**config.mk**
```make
export PLATFORM = sky130hd
export DESIGN_NAME = csv_row_field_tokenizer
export DESIGN_NICKNAME = d
export VERILOG_FILES = /design/src/rtl/core/csvtok_pkg.sv /design/src/rtl/core/csv_row_field_tokenizer.sv
export SDC_FILE = /design/constraint.sdc
export NUM_CORES = 1
export LEC_CHECK = 0
export BUFFER_PORTS_ARGS = -buffer_cell sky130_fd_sc_hd__buf_2
export CAP_MARGIN = 30
export CORE_MARGIN = 4
export CORE_UTILIZATION = 45
export DETAILED_ROUTE_END_ITERATION = 8
export GPL_ROUTABILITY_DRIVEN = 0
export GPL_TIMING_DRIVEN = 0
export PLACE_DENSITY_LB_ADDON = 0.12
export SYNTH_ARGS = -nofsm -noshare
export SYNTH_HDL_FRONTEND = slang
export SYNTH_SLANG_ARGS = --single-unit
```
**constraint.sdc**
```tcl
create_clock -name clock -period 4.2 [get_ports clock]
set_input_delay 0.42 -clock clock [delete_from_list [all_inputs] [get_ports clock]]
set_output_delay 0.42 -clock clock [all_outputs]
set_load 0.01 [all_outputs]
```
**src/rtl/core/csvtok_pkg.sv**
```systemverilog
// package with shared types and constants for the csv row field tokenizer
`default_nettype none

package csvtok_pkg;

   // widths of the register and the fields
   localparam int COUNT_W = 13;
   localparam int INDEX_W = 12;
   localparam int BYTE_W  = 8;

   // default column limit
   localparam int DEF_MAX_COLUMNS = 4096;

   // characters the parser reacts to
   localparam logic [BYTE_W-1:0] CH_QUOTE  = 8'h22;
   localparam logic [BYTE_W-1:0] CH_COMMA  = 8'h2C;
   localparam logic [BYTE_W-1:0] CH_BSLASH = 8'h5C;
   localparam logic [BYTE_W-1:0] CH_R      = 8'h72;
   localparam logic [BYTE_W-1:0] CH_N      = 8'h6E;
   localparam logic [BYTE_W-1:0] CH_CR     = 8'h0D;
   localparam logic [BYTE_W-1:0] CH_LF     = 8'h0A;

   // token kinds on the result channel
   typedef enum logic [1:0] {
      KIND_DATA  = 2'd0,
      KIND_FIELD = 2'd1,
      KIND_ROW   = 2'd2,
      KIND_ERROR = 2'd3
   } token_kind_type;

   // one result token
   typedef struct packed {
      token_kind_type       kind;
      logic [BYTE_W-1:0]    data;
      logic [INDEX_W-1:0]   index;
   } token_type;

endpackage

`default_nettype wire

```
**src/rtl/core/csv_row_field_tokenizer.sv**
```systemverilog
// csv row field tokenizer: byte parser with a small token buffer on the output
// latency: the first token of a byte is shown in the cycle after its transaction
// throughput: one byte per cycle while the receiver takes each token as it is shown; a byte giving
// several tokens holds the input: a new byte enters as the last buffered token leaves
// reset (synchronous, active high) clears the parser state and the token buffer
// and sets column_count to 1; no clearing pass is needed
`default_nettype none

module csv_row_field_tokenizer #(
   parameter int MAX_COLUMNS = csvtok_pkg::DEF_MAX_COLUMNS
) (
   input  wire logic                             clock,
   input  wire logic                             reset,
   input  wire logic                             csr_wr_en,
   input  wire logic [csvtok_pkg::COUNT_W-1:0]   csr_wr_data,
   input  wire logic                             req_valid,
   output logic                                  req_ready,
   input  wire logic [csvtok_pkg::BYTE_W-1:0]    req_in_byte,
   input  wire logic                             req_start_of_file,
   output logic                                  rsp_valid,
   input  wire logic                             rsp_ready,
   output logic [1:0]                            rsp_token_kind,
   output logic [csvtok_pkg::BYTE_W-1:0]         rsp_data_byte,
   output logic [csvtok_pkg::INDEX_W-1:0]        rsp_column,
   output logic                                  rsp_last
);
   import csvtok_pkg::*;

   localparam logic [COUNT_W-1:0] MaxCol = COUNT_W'(MAX_COLUMNS);

   typedef enum logic [1:0] {
      MODE_START  = 2'd0,
      MODE_PLAIN  = 2'd1,
      MODE_QUOTED = 2'd2,
      MODE_SKIP   = 2'd3
   } mode_type;

   typedef enum logic [2:0] {
      ACT_NONE,
      ACT_COMMA,
      ACT_EOL,
      ACT_ERROR,
      ACT_ROW
   } action_type;

   // parser state
   logic [COUNT_W-1:0] column_count_ff;
   mode_type           mode_ff, mode_in;
   logic [COUNT_W-1:0] field_cnt_ff, field_cnt_in;
   logic               bs_pend_ff, bs_pend_in;
   logic               qt_pend_ff, qt_pend_in;
   logic               cr_seen_ff, cr_seen_in;
   logic               qt_tail_ff, qt_tail_in;
   logic               halted_ff, halted_in;

   // token buffer
   token_type          tok_ff [3];
   token_type          tok_in [3];
   logic [1:0]         tok_cnt_ff, tok_cnt_in;
   logic [1:0]         rd_ptr_ff;

   logic [COUNT_W-1:0] limit;
   logic               req_fire;
   logic               rsp_fire;
   logic               rsp_done;
   token_type          cur_tok;

   assign limit = (column_count_ff > MaxCol) ? MaxCol : column_count_ff;

   // output side
   assign cur_tok         = tok_ff[rd_ptr_ff];
   assign rsp_valid       = (tok_cnt_ff != 2'd0);
   assign rsp_token_kind  = cur_tok.kind;
   assign rsp_data_byte   = cur_tok.data;
   assign rsp_column      = cur_tok.index;
   assign rsp_last        = (rd_ptr_ff == tok_cnt_ff - 2'd1);
   assign rsp_fire        = rsp_valid && rsp_ready;
   assign rsp_done        = rsp_fire && rsp_last;
   assign req_ready       = !rsp_valid || rsp_done;
   assign req_fire        = req_valid && req_ready;

   // parse one byte: next state and its tokens
   always_comb begin
      logic [BYTE_W-1:0]  b;
      logic               eol;
      logic               run;
      logic               run_plain;
      logic               run_esc;
      logic               run_fresh;
      action_type         act;
      logic [BYTE_W-1:0]  dat [2];
      logic [1:0]         nd;
      logic [1:0]         n;
      logic [COUNT_W-1:0] fc_next;

      b         = req_in_byte;
      eol       = (b == CH_CR) || (b == CH_LF);
      run       = 1'b1;
      run_plain = 1'b0;
      run_esc   = 1'b0;
      run_fresh = 1'b0;
      act       = ACT_NONE;
      dat[0]    = '0;
      dat[1]    = '0;
      nd        = 2'd0;
      n         = 2'd0;
      fc_next   = '0;

      mode_in      = mode_ff;
      field_cnt_in = field_cnt_ff;
      bs_pend_in   = bs_pend_ff;
      qt_pend_in   = qt_pend_ff;
      cr_seen_in   = cr_seen_ff;
      qt_tail_in   = qt_tail_ff;
      halted_in    = halted_ff;
      for (int i = 0; i < 3; i++) begin
         tok_in[i] = '{kind: KIND_DATA, data: '0, index: '0};
      end

      // start of file clears everything but the register
      if (req_start_of_file) begin
         mode_in      = MODE_START;
         field_cnt_in = '0;
         bs_pend_in   = 1'b0;
         qt_pend_in   = 1'b0;
         qt_tail_in   = 1'b0;
         cr_seen_in   = 1'b0;
         halted_in    = 1'b0;
      end

      if (halted_in) begin
         run = 1'b0;
      end else if (cr_seen_in) begin
         // lf after cr is swallowed
         cr_seen_in = 1'b0;
         if (b == CH_LF) begin
            run = 1'b0;
         end
      end

      if (run) begin
         if (b == CH_CR) begin
            cr_seen_in = 1'b1;
         end
         if (mode_in == MODE_START && field_cnt_in >= limit) begin
            mode_in = MODE_SKIP;
         end

         case (mode_in)
            MODE_START: begin
               if (eol) begin
                  act = ACT_ERROR;
               end else if (b == CH_QUOTE) begin
                  mode_in = MODE_QUOTED;
               end else begin
                  mode_in   = MODE_PLAIN;
                  run_plain = 1'b1;
               end
            end
            MODE_PLAIN: begin
               if (!eol) begin
                  run_plain = 1'b1;
               end else if (bs_pend_in) begin
                  // trailing backslash is kept as data
                  bs_pend_in = 1'b0;
                  dat[nd[0]] = CH_BSLASH;
                  nd         = nd + 2'd1;
                  act        = ACT_EOL;
               end else if (qt_pend_in) begin
                  act = ACT_ERROR;
               end else begin
                  act = ACT_EOL;
               end
            end
            MODE_QUOTED: begin
               if (eol) begin
                  if (bs_pend_in) begin
                     act = ACT_ERROR;
                  end else if (qt_pend_in) begin
                     act = ACT_EOL;
                  end else if (qt_tail_in) begin
                     act = ACT_ERROR;
                  end else begin
                     act = ACT_EOL;
                  end
               end else if (bs_pend_in) begin
                  bs_pend_in = 1'b0;
                  qt_tail_in = 1'b0;
                  run_esc    = 1'b1;
               end else if (qt_pend_in) begin
                  // held quote: closes at a comma, else it is data
                  qt_pend_in = 1'b0;
                  if (b == CH_COMMA) begin
                     act = ACT_COMMA;
                  end else begin
                     dat[nd[0]] = CH_QUOTE;
                     nd         = nd + 2'd1;
                     run_fresh  = 1'b1;
                  end
               end else begin
                  run_fresh = 1'b1;
               end
            end
            default: begin
               if (eol) begin
                  act = ACT_ROW;
               end
            end
         endcase

         // unquoted field byte
         if (run_plain) begin
            if (bs_pend_in) begin
               bs_pend_in = 1'b0;
               qt_pend_in = 1'b0;
               run_esc    = 1'b1;
            end else if (b == CH_COMMA) begin
               act = ACT_COMMA;
            end else if (b == CH_BSLASH) begin
               bs_pend_in = 1'b1;
               qt_pend_in = 1'b0;
            end else begin
               dat[nd[0]] = b;
               nd         = nd + 2'd1;
               qt_pend_in = (b == CH_QUOTE);
            end
         end

         // quoted field byte with nothing pending
         if (run_fresh) begin
            qt_tail_in = 1'b0;
            if (b == CH_QUOTE) begin
               qt_pend_in = 1'b1;
            end else if (b == CH_BSLASH) begin
               bs_pend_in = 1'b1;
            end else begin
               dat[nd[0]] = b;
               nd         = nd + 2'd1;
               qt_tail_in = 1'b1;
            end
         end

         // escape decode; unknown escapes keep the backslash
         if (run_esc) begin
            if (b == CH_R) begin
               dat[nd[0]] = CH_CR;
               nd         = nd + 2'd1;
            end else if (b == CH_N) begin
               dat[nd[0]] = CH_LF;
               nd         = nd + 2'd1;
            end else if (b == CH_BSLASH || b == CH_QUOTE) begin
               dat[nd[0]] = b;
               nd         = nd + 2'd1;
            end else begin
               dat[0] = CH_BSLASH;
               dat[1] = b;
               nd     = 2'd2;
            end
         end

         // data tokens first
         if (nd != 2'd0) begin
            tok_in[n] = '{kind: KIND_DATA, data: dat[0], index: field_cnt_in[INDEX_W-1:0]};
            n = n + 2'd1;
         end
         if (nd == 2'd2) begin
            tok_in[n] = '{kind: KIND_DATA, data: dat[1], index: field_cnt_in[INDEX_W-1:0]};
            n = n + 2'd1;
         end

         // then the closing action
         fc_next = field_cnt_in + COUNT_W'(1);
         case (act)
            ACT_COMMA: begin
               tok_in[n] = '{kind: KIND_FIELD, data: '0, index: field_cnt_in[INDEX_W-1:0]};
               n = n + 2'd1;
               field_cnt_in = fc_next;
               mode_in      = (fc_next >= limit) ? MODE_SKIP : MODE_START;
               bs_pend_in   = 1'b0;
               qt_pend_in   = 1'b0;
               qt_tail_in   = 1'b0;
            end
            ACT_EOL: begin
               tok_in[n] = '{kind: KIND_FIELD, data: '0, index: field_cnt_in[INDEX_W-1:0]};
               n = n + 2'd1;
               if (fc_next >= limit) begin
                  tok_in[n] = '{kind: KIND_ROW, data: '0, index: '0};
                  n = n + 2'd1;
                  mode_in      = MODE_START;
                  field_cnt_in = '0;
                  bs_pend_in   = 1'b0;
                  qt_pend_in   = 1'b0;
                  qt_tail_in   = 1'b0;
               end else begin
                  // row ended with fields missing
                  tok_in[n] = '{kind: KIND_ERROR, data: '0, index: fc_next[INDEX_W-1:0]};
                  n = n + 2'd1;
                  field_cnt_in = fc_next;
                  halted_in    = 1'b1;
               end
            end
            ACT_ERROR: begin
               tok_in[n] = '{kind: KIND_ERROR, data: '0, index: field_cnt_in[INDEX_W-1:0]};
               n = n + 2'd1;
               halted_in = 1'b1;
            end
            ACT_ROW: begin
               tok_in[n] = '{kind: KIND_ROW, data: '0, index: '0};
               n = n + 2'd1;
               mode_in      = MODE_START;
               field_cnt_in = '0;
               bs_pend_in   = 1'b0;
               qt_pend_in   = 1'b0;
               qt_tail_in   = 1'b0;
            end
            default: begin
            end
         endcase
      end

      tok_cnt_in = n;
   end

   // parser state and config register
   always_ff @(posedge clock) begin
      if (reset) begin
         column_count_ff <= COUNT_W'(1);
         mode_ff         <= MODE_START;
         field_cnt_ff    <= '0;
         bs_pend_ff      <= 1'b0;
         qt_pend_ff      <= 1'b0;
         cr_seen_ff      <= 1'b0;
         qt_tail_ff      <= 1'b0;
         halted_ff       <= 1'b0;
      end else begin
         if (csr_wr_en) begin
            column_count_ff <= csr_wr_data;
         end
         if (req_fire) begin
            mode_ff      <= mode_in;
            field_cnt_ff <= field_cnt_in;
            bs_pend_ff   <= bs_pend_in;
            qt_pend_ff   <= qt_pend_in;
            cr_seen_ff   <= cr_seen_in;
            qt_tail_ff   <= qt_tail_in;
            halted_ff    <= halted_in;
         end
      end
   end

   // token buffer control
   always_ff @(posedge clock) begin
      if (reset) begin
         tok_cnt_ff <= 2'd0;
         rd_ptr_ff  <= 2'd0;
      end else if (req_fire) begin
         tok_cnt_ff <= tok_cnt_in;
         rd_ptr_ff  <= 2'd0;
      end else if (rsp_done) begin
         tok_cnt_ff <= 2'd0;
         rd_ptr_ff  <= 2'd0;
      end else if (rsp_fire) begin
         rd_ptr_ff <= rd_ptr_ff + 2'd1;
      end
   end

   // token buffer payload
   always_ff @(posedge clock) begin
      if (req_fire) begin
         for (int i = 0; i < 3; i++) begin
            tok_ff[i] <= tok_in[i];
         end
      end
   end

endmodule

`default_nettype wire

```
After elaboration in Yosys (flattened, before gate mapping)
Memories as Yosys holds them, arrays and structs flattened. A register that Yosys moved wholly into a read port is not among the register bits.
Index checks and enable logic that the tools add are counted.
- bitwise gates (word level): 18
- reductions and logical operators: 22
- add/subtract/negate cells: 9
- multiplexer cells: 180
- div/mod/pow operators: 0
- shifts and indexed selects: 0
- multiply operators: 0
- order comparisons: 15
- eq/ne operators: 15
- operator list (cell ; count):
    $bwmux 66 ; 4
    $mux 66 ; 4
    $pmux 66 s4 ; 1
    $mux 16 ; 14
    $demux 22 s2 ; 3
    $and 63x63->63 ; 2
    $not 63->63 ; 2
    $mux 22 ; 4
    $mux 1 ; 77
    $mux 2 ; 34
    $mux 13 ; 4
    $bwmux 16 ; 3
    $pmux 13 s3 ; 1
    $mux 8 ; 4
    $ge 13x13->1 ; 2
    $demux 8 s1 ; 3
    $eq 8x7->1 const B ; 3
    $mux 6 ; 4
    $mux 20 ; 1
    $mux 3 ; 6
    $eq 8x4->1 const B ; 2
    $eq 8x6->1 const B ; 2
    $add 2x1->2 const B ; 7
    $mux 7 ; 2
    other kinds (34) ; 70
- register bits: 37
- memories kept: 1
- bits in latches: 0
- bits in read-only memories: 0
- bits of input ports: 27
- logic and storage cells: 270
- output and inout port bits: 25
- bits in writable memories: 66
- memories (memory ; depth ; width ; read ports ; clocked after memory_dff ; wr ports ; RTL line ; source):
    tok_ff ; 3 ; 22 ; 1 ; 1 ; 3 ; csv_row_field_tokenizer.sv:57 ; token_type tok_ff [3];

Longest topological paths before layout
Gate-level depths: netlist of the first run.
- depth in word-level cells: 43
- depth in mapped cells: 21
- gate-level depth less buffers: 18

Worst setup path after synthesis of the first run
No wires, ideal clock.
- kind: in2reg
- start: input req_start_of_file
- end: memory tok_ff[2][10] (netlist bit) (data pin)
- data required time: 4.060 ns
- path buffers: 3
- path slack: -0.427 ns
- cell stages on the path: 21
- arrival: 4.487 ns
- cells stage by stage: clkbuf_1 > clkbuf_1 > clkbuf_1 > nand2b_1 > inv_1 > ha_1 > nand3_1 > nor2_1 > and3_1 > and3_1 > xnor2_1 > ha_1 > a21o_1 > a21o_1 > a211oi_1 > o211ai_1 > a31o_2 > or2_2 > nor2_1 > a22oi_1 > nor2_1
- RTL lines (item ; RTL line ; source):
    from (decl) ; csv_row_field_tokenizer.sv:19 ; input wire logic req_start_of_file,
    to (decl) ; csv_row_field_tokenizer.sv:57 ;

==> reports/qor_table.md, run 1 <==
| Item | This run | Unit |
| --- | --- | --- |
| Post-route clock period utilization | 97.7 | % |
| Adder-cell share of the synthesized area | 6.09 | % |
| Detail Route Antenna Nets | 0 | - |
| Worst min-delay path class | in -> reg | - |
| Outcome | finished, final reports clean | - |
| Global-route wire length before repair | 28.9 | mm |
| Fin crit period | 4.10 | ns |
| TritonCTS Buffers | 9 | - |
| Critical Path RT | 4.39 | ns |
| Leakage | 3.01 | nW |
| Setup violations, final | 0 | - |
| Clock H-tree levels | 3 | - |
| Kind of start point of the critical path | input pin | - |
| Sum of negative setup slack | 0 | ns |
| Fraction of registers with async set or reset after synthesis | 0 | % |
| Worst-path maximum fanout | 10 | - |
| Max capacitance violation total | 0 | - |
| Router iterations before antenna repair | 5 | - |
| Register-to-Register Setup Slack | 0.27 | ns |
| Clock tree from TritonCTS | built | - |
| Root buffer selected by CTS | clkbuf_16 | - |
| All-Layer GR Usage | 21.8 | % |
| Synth Area per Inst | 8.77 | sq um |
| Sinks on the clock net | 97 | - |
| Sequential cell area | 2520 | sq um |
| Wirelength per Cell | 18.1 | microns |
| Total detailed-routing wirelength | 18.5 | mm |
| Post-synthesis share of cell area spent on and, or, nand and nor gates | 22.7 | % |
| Number of buffer cells added on primary ports | 49 | - |
| Floorplan die width | 129 | microns |
| Final slew viol count | 0 | - |
| Synth Flop Type | edfxtp_1 | - |
| Core Area | 14,100 | sq um |
| FP Rows | 43 | - |
| Worst Clk Skew | 0.0135 | ns |
| Startpoint of the lowest-slack hold path | csr_wr_data[0] | - |
| DRT iter0 DRCs | 588 | - |
| Critical path class | in -> reg | - |
| Worst-case vdd ir drop | 248 | uV |
| Initial antenna violation count | 0 | - |
| Compound-cell area share of the yosys netlist | 20.9 | % |
| Worst r2r path cells | 14 | - |
| Combined area of all synthesized cells | 6580 | sq um |
| Initial core utilization | 46.7 | % |
| Proportion of synthesized chip area in sequential cells | 38.3 | % |
| Total power divided by cell area | 316 | nW/um^2 |
| Synth Net Count | 809 | - |
| Count of flip-flops with a built-in enable after synthesis | 58 | - |
| Worst reg2reg endpoint | tok_ff[1][0] | - |
| Reg clk slew, reported paths | 0.07 | ns |
| Vias per cell | 5.89 | - |
| Combinational family with the most area after synthesis | simple AND/OR/NAND/NOR gates | - |
| Total grt overflow | 0 | - |
| Die height | 129 | microns |
| Gate count after technology mapping | 750 | - |
| Layout fillers | 1,300 | - |
| Number of vias in the routed layout | 6,011 | - |
| Maximum clock frequency | 0.244 | GHz |
| Flip-flop and latch count after synthesis | 97 | - |
| Slew at the pin closest to its max-slew limit | 0.900 | ns |
| Final net count | 894 | - |
| Critical path launch point | req_start_of_file | - |
| Worst-Skew Late Latency | 0.35 | ns |
| Worst hold stages | 2 | - |
| Area added between synthesis and finish | 20.7 | % |
| Critical Path End | tok_ff[2][5] | - |
| Arrival time of the worst setup path | 4.29 | ns |
| Total power consumption of the routed design | 2.51 | mW |
| Multi-input gate area in the final layout | 4130 | sq um |
| Mux cell area share after synthesis | 6.14 | % |
| Antenna fix cells | 0 | - |
| Max-slew headroom | 40.0 | % |
| Layout cell share with drive strength beyond 1 | 20.7 | % |
| CTS Hold Buffers Added | 0 | - |
| Most frequent cells in the layout | nor2_1, nand2_1, edfxtp_1 | - |
| Largest net degree at the start of global routing | 68 | - |
| Count of synthesis-stage warnings from yosys | 0 | - |
| Die Outline Area | 16,600 | sq um |
| Critical Path Sink Type | flip-flop | - |
| Final hold violation count | 0 | - |
| Number of different library cells in the post-synthesis netlist | 77 | - |
| Via count of the first global-routing pass | 5,611 | - |
| Estimated wirelength of the detail-placed design | 13.7 | mm |
| Worst reg2reg path startpoint | column_count_ff[12] | - |
| Most common cell after layout, fill and taps aside | nor2_1 | - |
| Drt drc | 0 | - |
| Count of pins on the block boundary | 52 | - |
| Buffers from clock root to sink, at most | 2 | - |
| Synth Area in XOR/XNOR | 1.73 | % |
## per-layer routing
metal / global-route usage (%) / share of wire [%] / up-vias
li1: - / - / 2938
met1: 32.4 / 48 / 2793
met2: 31.8 / 43 / 244
met3: 3.82 / 7.2 / 36
met4: 7.97 / 2.3 / 0
met5: 0 / 0 / -
## critical path, cell delays in order
cell	delay, ns
buf_2	0.14
buf_8	0.15
clkbuf_8	0.16
clkbuf_8	0.17
nand2b_4	0.17
inv_4	0.08
ha_4	0.17
nand3_4	0.09
nor2_4	0.11
and3_4	0.20
and3_4	0.22
xnor2_4	0.15
ha_4	0.24
a21o_1	0.15
a21o_1	0.20
a211oi_2	0.19
o211ai_1	0.16
a31o_4	0.33
or2_4	0.31
nor2_4	0.19
a22oi_1	0.10
nor2_1	0.16
## cell families (layout without fill, tap and decap cells)
| family | count (synthesis) | in the layout |
|---|---|---|
| and+or+nand+nor | 300 | 301 |
| AOI/OAI and AO/OA | 200 | 200 |
| DFF | 97 | 97 |
| buffers and inverters | 69 | 158 |
| muxes | 39 | 39 |
| adders and majority gates | 32 | 32 |
| xor gates and xnor gates | 13 | 13 |
## what timing repair did
item / in CTS / in global routing
gates cloned: 1 / 1
buffers inserted: 7 / 17
gates resized for setup: 38 / 48
endpoints found under the setup margin: 70 / 70
pin swaps: 8 / 14
## report_power, final
part / internal, mW / switching (mW) / leakage, nW
clock network: 0.413 / 0.382 / 0.135
logic: 0.225 / 0.353 / 1.98
registers: 1.11 / 0.0300 / 0.895
## flip-flops by register name (all words and copies together), names as in the netlist, named ones only
register and count:
qt_pend_ff 1, qt_tail_ff 1, halted_ff 1, column_count_ff 13, rd_ptr_ff 2, tok_cnt_ff 2, bs_pend_ff 1, tok_ff 58
mode_ff 2, cr_seen_ff 1, field_cnt_ff 13
## metrics by stage
step	setup slack (ns)	hold WS, ns	instance area (sq um)	std cells	utilization (%)
finish	0.0972	0.276	7940	1020	56.4
global route	-0.0210	0.274	7940	1020	56.4
CTS	0.0135	0.268	7590	1003	53.9
detailed placement	-1.08	0.466	7090	980	50.3
global placement	-1.20	0.461	7080	979	50.2
floorplan	0.0123	0.441	6610	750	-
## synth_stat cells (5+ instances only)
cell / n / area, sq um
o21ai_0: 37 / 185
a22o_1: 12 / 105
a211oi_1: 7 / 52.6
or3_1: 7 / 43.8
o211ai_1: 11 / 82.6
o31ai_1: 5 / 37.5
nand2b_1: 25 / 156
ha_1: 32 / 400
a21oi_1: 41 / 205
nor2_1: 86 / 323
xnor2_1: 9 / 78.8
a21o_1: 9 / 67.6
nor2b_1: 18 / 113
edfxtp_1: 58 / 1740
nand3_1: 20 / 100
inv_1: 32 / 120
a22oi_1: 11 / 82.6
and3_1: 10 / 62.6
o2bb2ai_1: 8 / 70.1
a31oi_1: 8 / 50.1
mux2i_1: 37 / 370
nand4_1: 8 / 50.1
buf_2: 6 / 30.0
o21ai_1: 5 / 25.0
or2_2: 6 / 37.5
dfxtp_1: 39 / 781
nor3_1: 10 / 50.1
o22ai_1: 9 / 56.3
clkbuf_1: 28 / 105
nand2_1: 78 / 293
## area by class of cell
class,count,share of cell area [%]
clock buffer,9,2.84
timing repair buffer,75,5.80
tap,180,2.84
buffer,35,2.44
sequential,97,31.8
multi-input combinational,585,52.0
clock inverter,7,0.740
inverter,32,1.59
## worst min path at each step
stage | end | slack [ns]
after CTS | column_count_ff[0] | 0.27
after global routing | column_count_ff[0] | 0.27
after global placement | field_cnt_ff[12] | 0.46
after detailed placement | mode_ff[1] | 0.47
final | column_count_ff[0] | 0.28
after floorplan | field_cnt_ff[12] | 0.44
Note: power is estimated with default switching activity, not from simulation.
==> run 2, diff against run 1 <==
--- a/config.mk
+++ b/config.mk
@@ -13,6 +13,7 @@
 export GPL_ROUTABILITY_DRIVEN = 0
 export GPL_TIMING_DRIVEN = 0
 export PLACE_DENSITY_LB_ADDON = 0.12
+export REMOVE_ABC_BUFFERS = 1
 export SYNTH_ARGS = -nofsm -noshare
 export SYNTH_HDL_FRONTEND = slang
 export SYNTH_SLANG_ARGS = --single-unit
==> run 2 against run 1 <==
- register-to-register slack worse by 0.11 ns
- clock power shrank 0.5%
- core utilization decreased by 1.9 points
- via count down 1.2%
- count of clock-buffer cells in the layout up 1
==> reports/qor_table.md, run 2 (same netlist as run 1, synthesis figures left out) <==
| Item | This run | Unit |
| --- | --- | --- |
| Count of pins on the block boundary | 52 | - |
| Detail Route Antenna Nets | 0 | - |
| Leakage | 2.90 | nW |
| Max capacitance violation total | 0 | - |
| Number of vias in the routed layout | 5,937 | - |
| Most frequent cells in the layout | nor2_1, nand2_1, edfxtp_1 | - |
| Total detailed-routing wirelength | 17.8 | mm |
| Worst hold stages | 2 | - |
| Setup slack of the critical path after layout | 0.163 | ns |
| Most common cell after layout, fill and taps aside | nor2_1 | - |
| FP Rows | 43 | - |
| Post-route worst hold slack | 0.278 | ns |
| Worst reg2reg endpoint | tok_ff[1][7] | - |
| Critical Path Sink Type | flip-flop | - |
| Floorplan die width | 129 | microns |
| Sink of the worst hold path | column_count_ff[0] | - |
| Setup violations, final | 0 | - |
| Slew at the pin closest to its max-slew limit | 0.986 | ns |
| Die Outline Area | 16,600 | sq um |
| Area added between synthesis and finish | 16.7 | % |
| Sinks on the clock net | 97 | - |
| Worst r2r path cells | 15 | - |
| Total power divided by cell area | 326 | nW/um^2 |
| Startpoint of the lowest-slack hold path | csr_wr_data[0] | - |
| Worst-case vdd ir drop | 173 | uV |
| Number of non-filler instances in the completed layout | 982 | - |
| Worst-Skew Late Latency | 0.35 | ns |
| Initial core utilization | 46.7 | % |
| Antenna fix cells | 0 | - |
| Core Area | 14,100 | sq um |
| Worst min-delay path class | in -> reg | - |
| Cells traversed along the worst timing path | clkinvlp_4, buf_12, nand2_1, ha_1, nand4_1, nor2_1, a21o_1, o21ai_1, nand2_1, or3_1, a31oi_2, buf_6, o211ai_1, buf_4, o2bb2ai_1 | - |
| Crit path buffers/inverters | 4 | - |
| Outcome | finished, final reports clean | - |
| Initial antenna violation count | 0 | - |
| Worst reg2reg path startpoint | column_count_ff[12] | - |
| Maximum clock frequency | 0.248 | GHz |
| Longest individual stage delay on the worst path | 0.57 | ns |
| Critical Path RT | 4.38 | ns |
| Clock tree from TritonCTS | built | - |
| All-Layer GR Usage | 21.5 | % |
| Die height | 129 | microns |
| Global-route wire length before repair | 28.6 | mm |
| Most flops, register | tok_ff | - |
| Drt drc | 0 | - |
| Total placed cells including tap cells | 950 | - |
| Largest net degree at the start of global routing | 34 | - |
| Root buffer selected by CTS | clkbuf_16 | - |
| Most common cell type on the critical path | nand2_1 | - |
| Register-to-Register Setup Slack | 0.16 | ns |
| Number of buffer cells added on primary ports | 51 | - |
| Clock H-tree levels | 3 | - |
| Estimated wirelength of the detail-placed design | 13.0 | mm |
| Final net count | 856 | - |
| Fin crit period | 4.04 | ns |
| Flip-flop count of the largest register, all copies and words added | 58 | - |
| Total grt overflow | 0 | - |
| Critical path's slowest cell | o21ai_1 | - |
| Total power consumption of the routed design | 2.50 | mW |
| Reg clk slew, reported paths | 0.07 | ns |
| Cell class contributing the biggest share of worst-path delay | compound AO/OA/AOI/OAI gates | - |
| Via count of the first global-routing pass | 5,434 | - |
| DRT iter0 DRCs | 473 | - |
| Pre-CTS setup slack | -1.16 | ns |
| Arrival time of the worst setup path | 4.21 | ns |
| Kind of start point of the critical path | flip-flop | - |
| Critical path class | reg -> reg | - |
| Buffers from clock root to sink, at most | 2 | - |
| Max-slew headroom | 34.2 | % |
| Worst-path maximum fanout | 12 | - |
| Top flop regs | tok_ff (58), column_count_ff (13), field_cnt_ff (13) | - |
| Sum of negative setup slack | 0 | ns |
| Critical path launch point | column_count_ff[12] | - |
| Vias per cell | 6.05 | - |
| TritonCTS Buffers | 9 | - |
| Worst Clk Skew | 0.00790 | ns |
| Final slew viol count | 0 | - |
| CTS Hold Buffers Added | 0 | - |
| Final hold violation count | 0 | - |
| Post-route clock period utilization | 96.1 | % |
| Router iterations before antenna repair | 6 | - |
| Wirelength per Cell | 18.1 | microns |
| Layout cell share with drive strength beyond 1 | 17.7 | % |
==> run 2: cell types whose count changed in the layout (fill, tap and decap cells not counted), sizes merged <==
cell | before | now
mux2i | 38 | 39
clkinvlp | 3 | 4
clkinv | 1 | 2
clkbuf | 37 | 10
buf | 82 | 71
inv | 35 | 32
==> run 2: metal layers <==
layer / vias up / routed length (microns) / share of wire, % / GRT usage [%]
met1: 2772 / 8590 / 48 / 33.0
met5: - / 0 / 0 / 0
met4: 0 / 316 / 1.8 / 6.42
met3: 31 / 1210 / 6.8 / 3.07
li1: 2878 / - / - / -
met2: 256 / 7680 / 43 / 31.1
==> run 2: power breakdown <==
group	internal (mW)	switching (mW)	total (mW)
Clock	0.410	0.380	0.791
Combinational	0.226	0.343	0.570
Sequential	1.11	0.0321	1.14
==> run 2: worst max path at each step <==
stage	to	cells past startpoint	slack, ns
after global routing	halted_ff	15	-0.02
after CTS	tok_ff[1][18]	12	-0.01
after global placement	qt_pend_ff	10	-3.19
after detailed placement	tok_ff[2][9]	19	-1.16
final	tok_ff[1][7]	15	0.16
after floorplan	field_cnt_ff[0]	8	-1.33
==> run 2: what timing repair did <==
action / 4_1_cts / 5_1_grt
setup endpoints to repair: 64 / 72
hold endpoints to repair: 0 / 0
cloned: 1 / 1
buffers inserted: 2 / 12
pin swaps: 3 / 6
resized for setup: 22 / 30
==> run 2: stage by stage <==
stage	instance area, sq um	utilization [%]
final	7680	54.5
after global routing	7680	54.5
after CTS	7430	52.7
after detailed placement	7040	49.9
after global placement	6910	49.0
after floorplan	6430	-
==> run 2: cell type report <==
type | count | area, sq um
well taps | 180 | 225
clock inverters | 6 | 52.6
clock buffers | 10 | 229
flip-flops and latches | 97 | 2520
repair buffers | 71 | 508
fillers | 1284 | 6420
multi-input cells | 586 | 4010
inverters | 32 | 128
==> run 2: worst register-to-register path, cell delays in order, from the launching register on <==
cell and delay (ns):
dfxtp_1 0.40, clkinvlp_4 0.23, buf_12 0.19, nand2_1 0.10, ha_1 0.26, nand4_1 0.15
nor2_1 0.08, a21o_1 0.19, o21ai_1 0.57, nand2_1 0.25, or3_1 0.38, a31oi_2 0.29
buf_6 0.20, o211ai_1 0.10, buf_4 0.25, o2bb2ai_1 0.22
==> run 3, diff against run 2 <==
--- a/config.mk
+++ b/config.mk
@@ -9,10 +9,11 @@
 export CAP_MARGIN = 30
 export CORE_MARGIN = 4
 export CORE_UTILIZATION = 45
+export CTS_CLUSTER_DIAMETER = 80
 export DETAILED_ROUTE_END_ITERATION = 8
 export GPL_ROUTABILITY_DRIVEN = 0
 export GPL_TIMING_DRIVEN = 0
-export PLACE_DENSITY_LB_ADDON = 0.12
+export PLACE_DENSITY = 0.75
 export REMOVE_ABC_BUFFERS = 1
 export SYNTH_ARGS = -nofsm -noshare
 export SYNTH_HDL_FRONTEND = slang
==> run 3 against run 2 <==
- via count down 0.45%
- sequential share of layout area up 0.30 points
- count of clock-buffer cells in the layout down 1
- clock skew up 0.0040 ns
- die area unchanged
- global-route usage down 1.9 points
- fmax down 0.14%
- critical path depth down 3
- worst hold slack better by 0.0070 ns
- critical endpoint is now tok_ff[1][18]
- largest cell class unchanged
==> reports/qor_table.md, run 3 (same netlist as run 1, synthesis figures left out) <==
| Item | This run | Unit |
| --- | --- | --- |
| Root buffer selected by CTS | clkbuf_16 | - |
| All-Layer GR Usage | 19.6 | % |
| Final hold violation count | 0 | - |
| Wirelength per Cell | 16.9 | microns |
| Total power consumption of the routed design | 2.54 | mW |
| Die Outline Area | 16,600 | sq um |
| Outcome | finished, final reports clean | - |
| Largest net degree at the start of global routing | 34 | - |
| Critical path class | in -> reg | - |
| Final net count | 855 | - |
| Total power divided by cell area | 334 | nW/um^2 |
| Number of vias in the routed layout | 5,910 | - |
| Max capacitance violation total | 0 | - |
| Register-to-Register Setup Slack | 0.20 | ns |
| Met1 track demand over resource in global routing | 28.7 | % |
| TritonCTS Buffers | 9 | - |
| Utilization after layout | 54.0 | % |
| Clock tree from TritonCTS | built | - |
| Worst r2r path cells | 17 | - |
| Max-slew headroom | 31.3 | % |
| Drt drc | 0 | - |
| Leakage | 2.92 | nW |
| Slew at the pin closest to its max-slew limit | 1.03 | ns |
| Number of non-filler instances in the completed layout | 981 | - |
| Most flops, register | tok_ff | - |
| Highest-utilization routing layer at the global route stage | met2 | - |
| Post-route design area | 7610 | sq um |
| Router iterations before antenna repair | 5 | - |
| Top flop regs | tok_ff (58), column_count_ff (13), field_cnt_ff (13) | - |
| Fin crit period | 4.04 | ns |
| Most frequent cells in the layout | nor2_1, nand2_1, edfxtp_1 | - |
| Startpoint of the lowest-slack hold path | csr_wr_data[0] | - |
| Via count of the first global-routing pass | 5,256 | - |
| Maximum clock frequency | 0.247 | GHz |
| Buffers from clock root to sink, at most | 2 | - |
| Total detailed-routing wirelength | 16.5 | mm |
| Worst reg2reg endpoint | halted_ff | - |
| Kind of start point of the critical path | input pin | - |
| Pre-CTS setup slack | -1.00 | ns |
| Post-place instance area | 7040 | sq um |
| Number of buffer cells added on primary ports | 51 | - |
| Reg clk slew, reported paths | 0.07 | ns |
| Most common cell after layout, fill and taps aside | nor2_1 | - |
| Core Area | 14,100 | sq um |
| Area added between synthesis and finish | 15.6 | % |
| Arrival time of the worst setup path | 4.19 | ns |
| Clock H-tree levels | 3 | - |
| Total grt overflow | 0 | - |
| Die height | 129 | microns |
| DRT iter0 DRCs | 581 | - |
| CTS Hold Buffers Added | 0 | - |
| Initial core utilization | 46.7 | % |
| Count of pins on the block boundary | 52 | - |
| Setup violations, final | 0 | - |
| Worst Clk Skew | 0.0119 | ns |
| Vias per cell | 6.02 | - |
| Critical Path RT | 4.35 | ns |
| Met3 global-route usage | 3.57 | % |
| Worst min-delay path class | in -> reg | - |
| Layout cell share with drive strength beyond 1 | 17.2 | % |
| FP Rows | 43 | - |
| Worst-path maximum fanout | 14 | - |
| Antenna fix cells | 0 | - |
| Setup slack of the critical path after layout | 0.158 | ns |
| Worst-case vdd ir drop | 214 | uV |
| Critical Path Sink Type | flip-flop | - |
| Sink of the worst hold path | column_count_ff[0] | - |
| Flip-flop count of the largest register, all copies and words added | 58 | - |
| Floorplan die width | 129 | microns |
| Detail Route Antenna Nets | 0 | - |
| Worst-Skew Late Latency | 0.35 | ns |
| Worst reg2reg path startpoint | field_cnt_ff[0] | - |
| Total placed cells including tap cells | 950 | - |
| Initial antenna violation count | 0 | - |
| Worst hold stages | 2 | - |
| Post-route clock period utilization | 96.2 | % |
| Sinks on the clock net | 97 | - |
| Estimated wirelength of the detail-placed design | 11.9 | mm |
| GRT met2 Usage | 29.8 | % |
| Final slew viol count | 0 | - |
| Global-route wire length before repair | 26.4 | mm |
[run 3: what timing repair did]
action                     4_1_cts  5_1_grt
gates cloned                     0        1
setup endpoints to repair       63       67
pin swaps                        3        4
resized for setup               19       22
setup buffers                    2       12
[run 3: area by class of cell]
| cell class | instances | area, sq um |
|---|---|---|
| fill | 1267 | 6490 |
| multi-input combinational | 585 | 3940 |
| sequential | 97 | 2520 |
| timing repair buffer | 71 | 488 |
| clock buffer | 9 | 225 |
| tap | 180 | 225 |
| inverter | 32 | 124 |
| clock inverter | 7 | 76.3 |
[run 3: per-layer routing]
layer  wire [microns]  part of all wire (%)
met4              299                   1.8
met1             7510                    45
met3             1400                   8.5
met5                0                     0
met2             7330                    44
[run 3: worst max path at each step]
stage | start | end | slack [ns] | cells after the start
2_1_floorplan | tok_cnt_ff[0] | field_cnt_ff[0] | -1.33 | 8
3_3_place_gp | tok_cnt_ff[0] | qt_pend_ff | -3.14 | 10
3_5_place_dp | req_start_of_file | tok_ff[2][5] | -1.00 | 19
4_1_cts | column_count_ff[12] | tok_ff[0][5] | 0.02 | 12
5_1_grt | req_in_byte[4] | tok_ff[1][17] | -0.01 | 12
6_report | req_in_byte[4] | tok_ff[1][18] | 0.16 | 12
[run 3: critical path, cell delays in order]
cell	delay, ns
buf_2	0.18
or3_1	0.51
a211o_1	0.47
a31oi_2	0.44
inv_1	0.19
ha_1	0.43
inv_1	0.11
or3_1	0.39
a31oi_2	0.29
buf_4	0.23
nand2_2	0.19
a221oi_2	0.34
[run 3: metrics by stage]
step	TNS (ns)	hold WS, ns
after floorplan	-41.92	0.439
after global placement	-185.42	0.459
after detailed placement	-44.12	0.459
after CTS	0	0.277
after global routing	-0.0212	0.300
final	0	0.285
[run 3: report_power, final]
part	internal [mW]	switching (mW)	leakage [nW]
clock network	0.469	0.381	0.148
logic	0.218	0.332	1.88
registers	1.11	0.0327	0.896
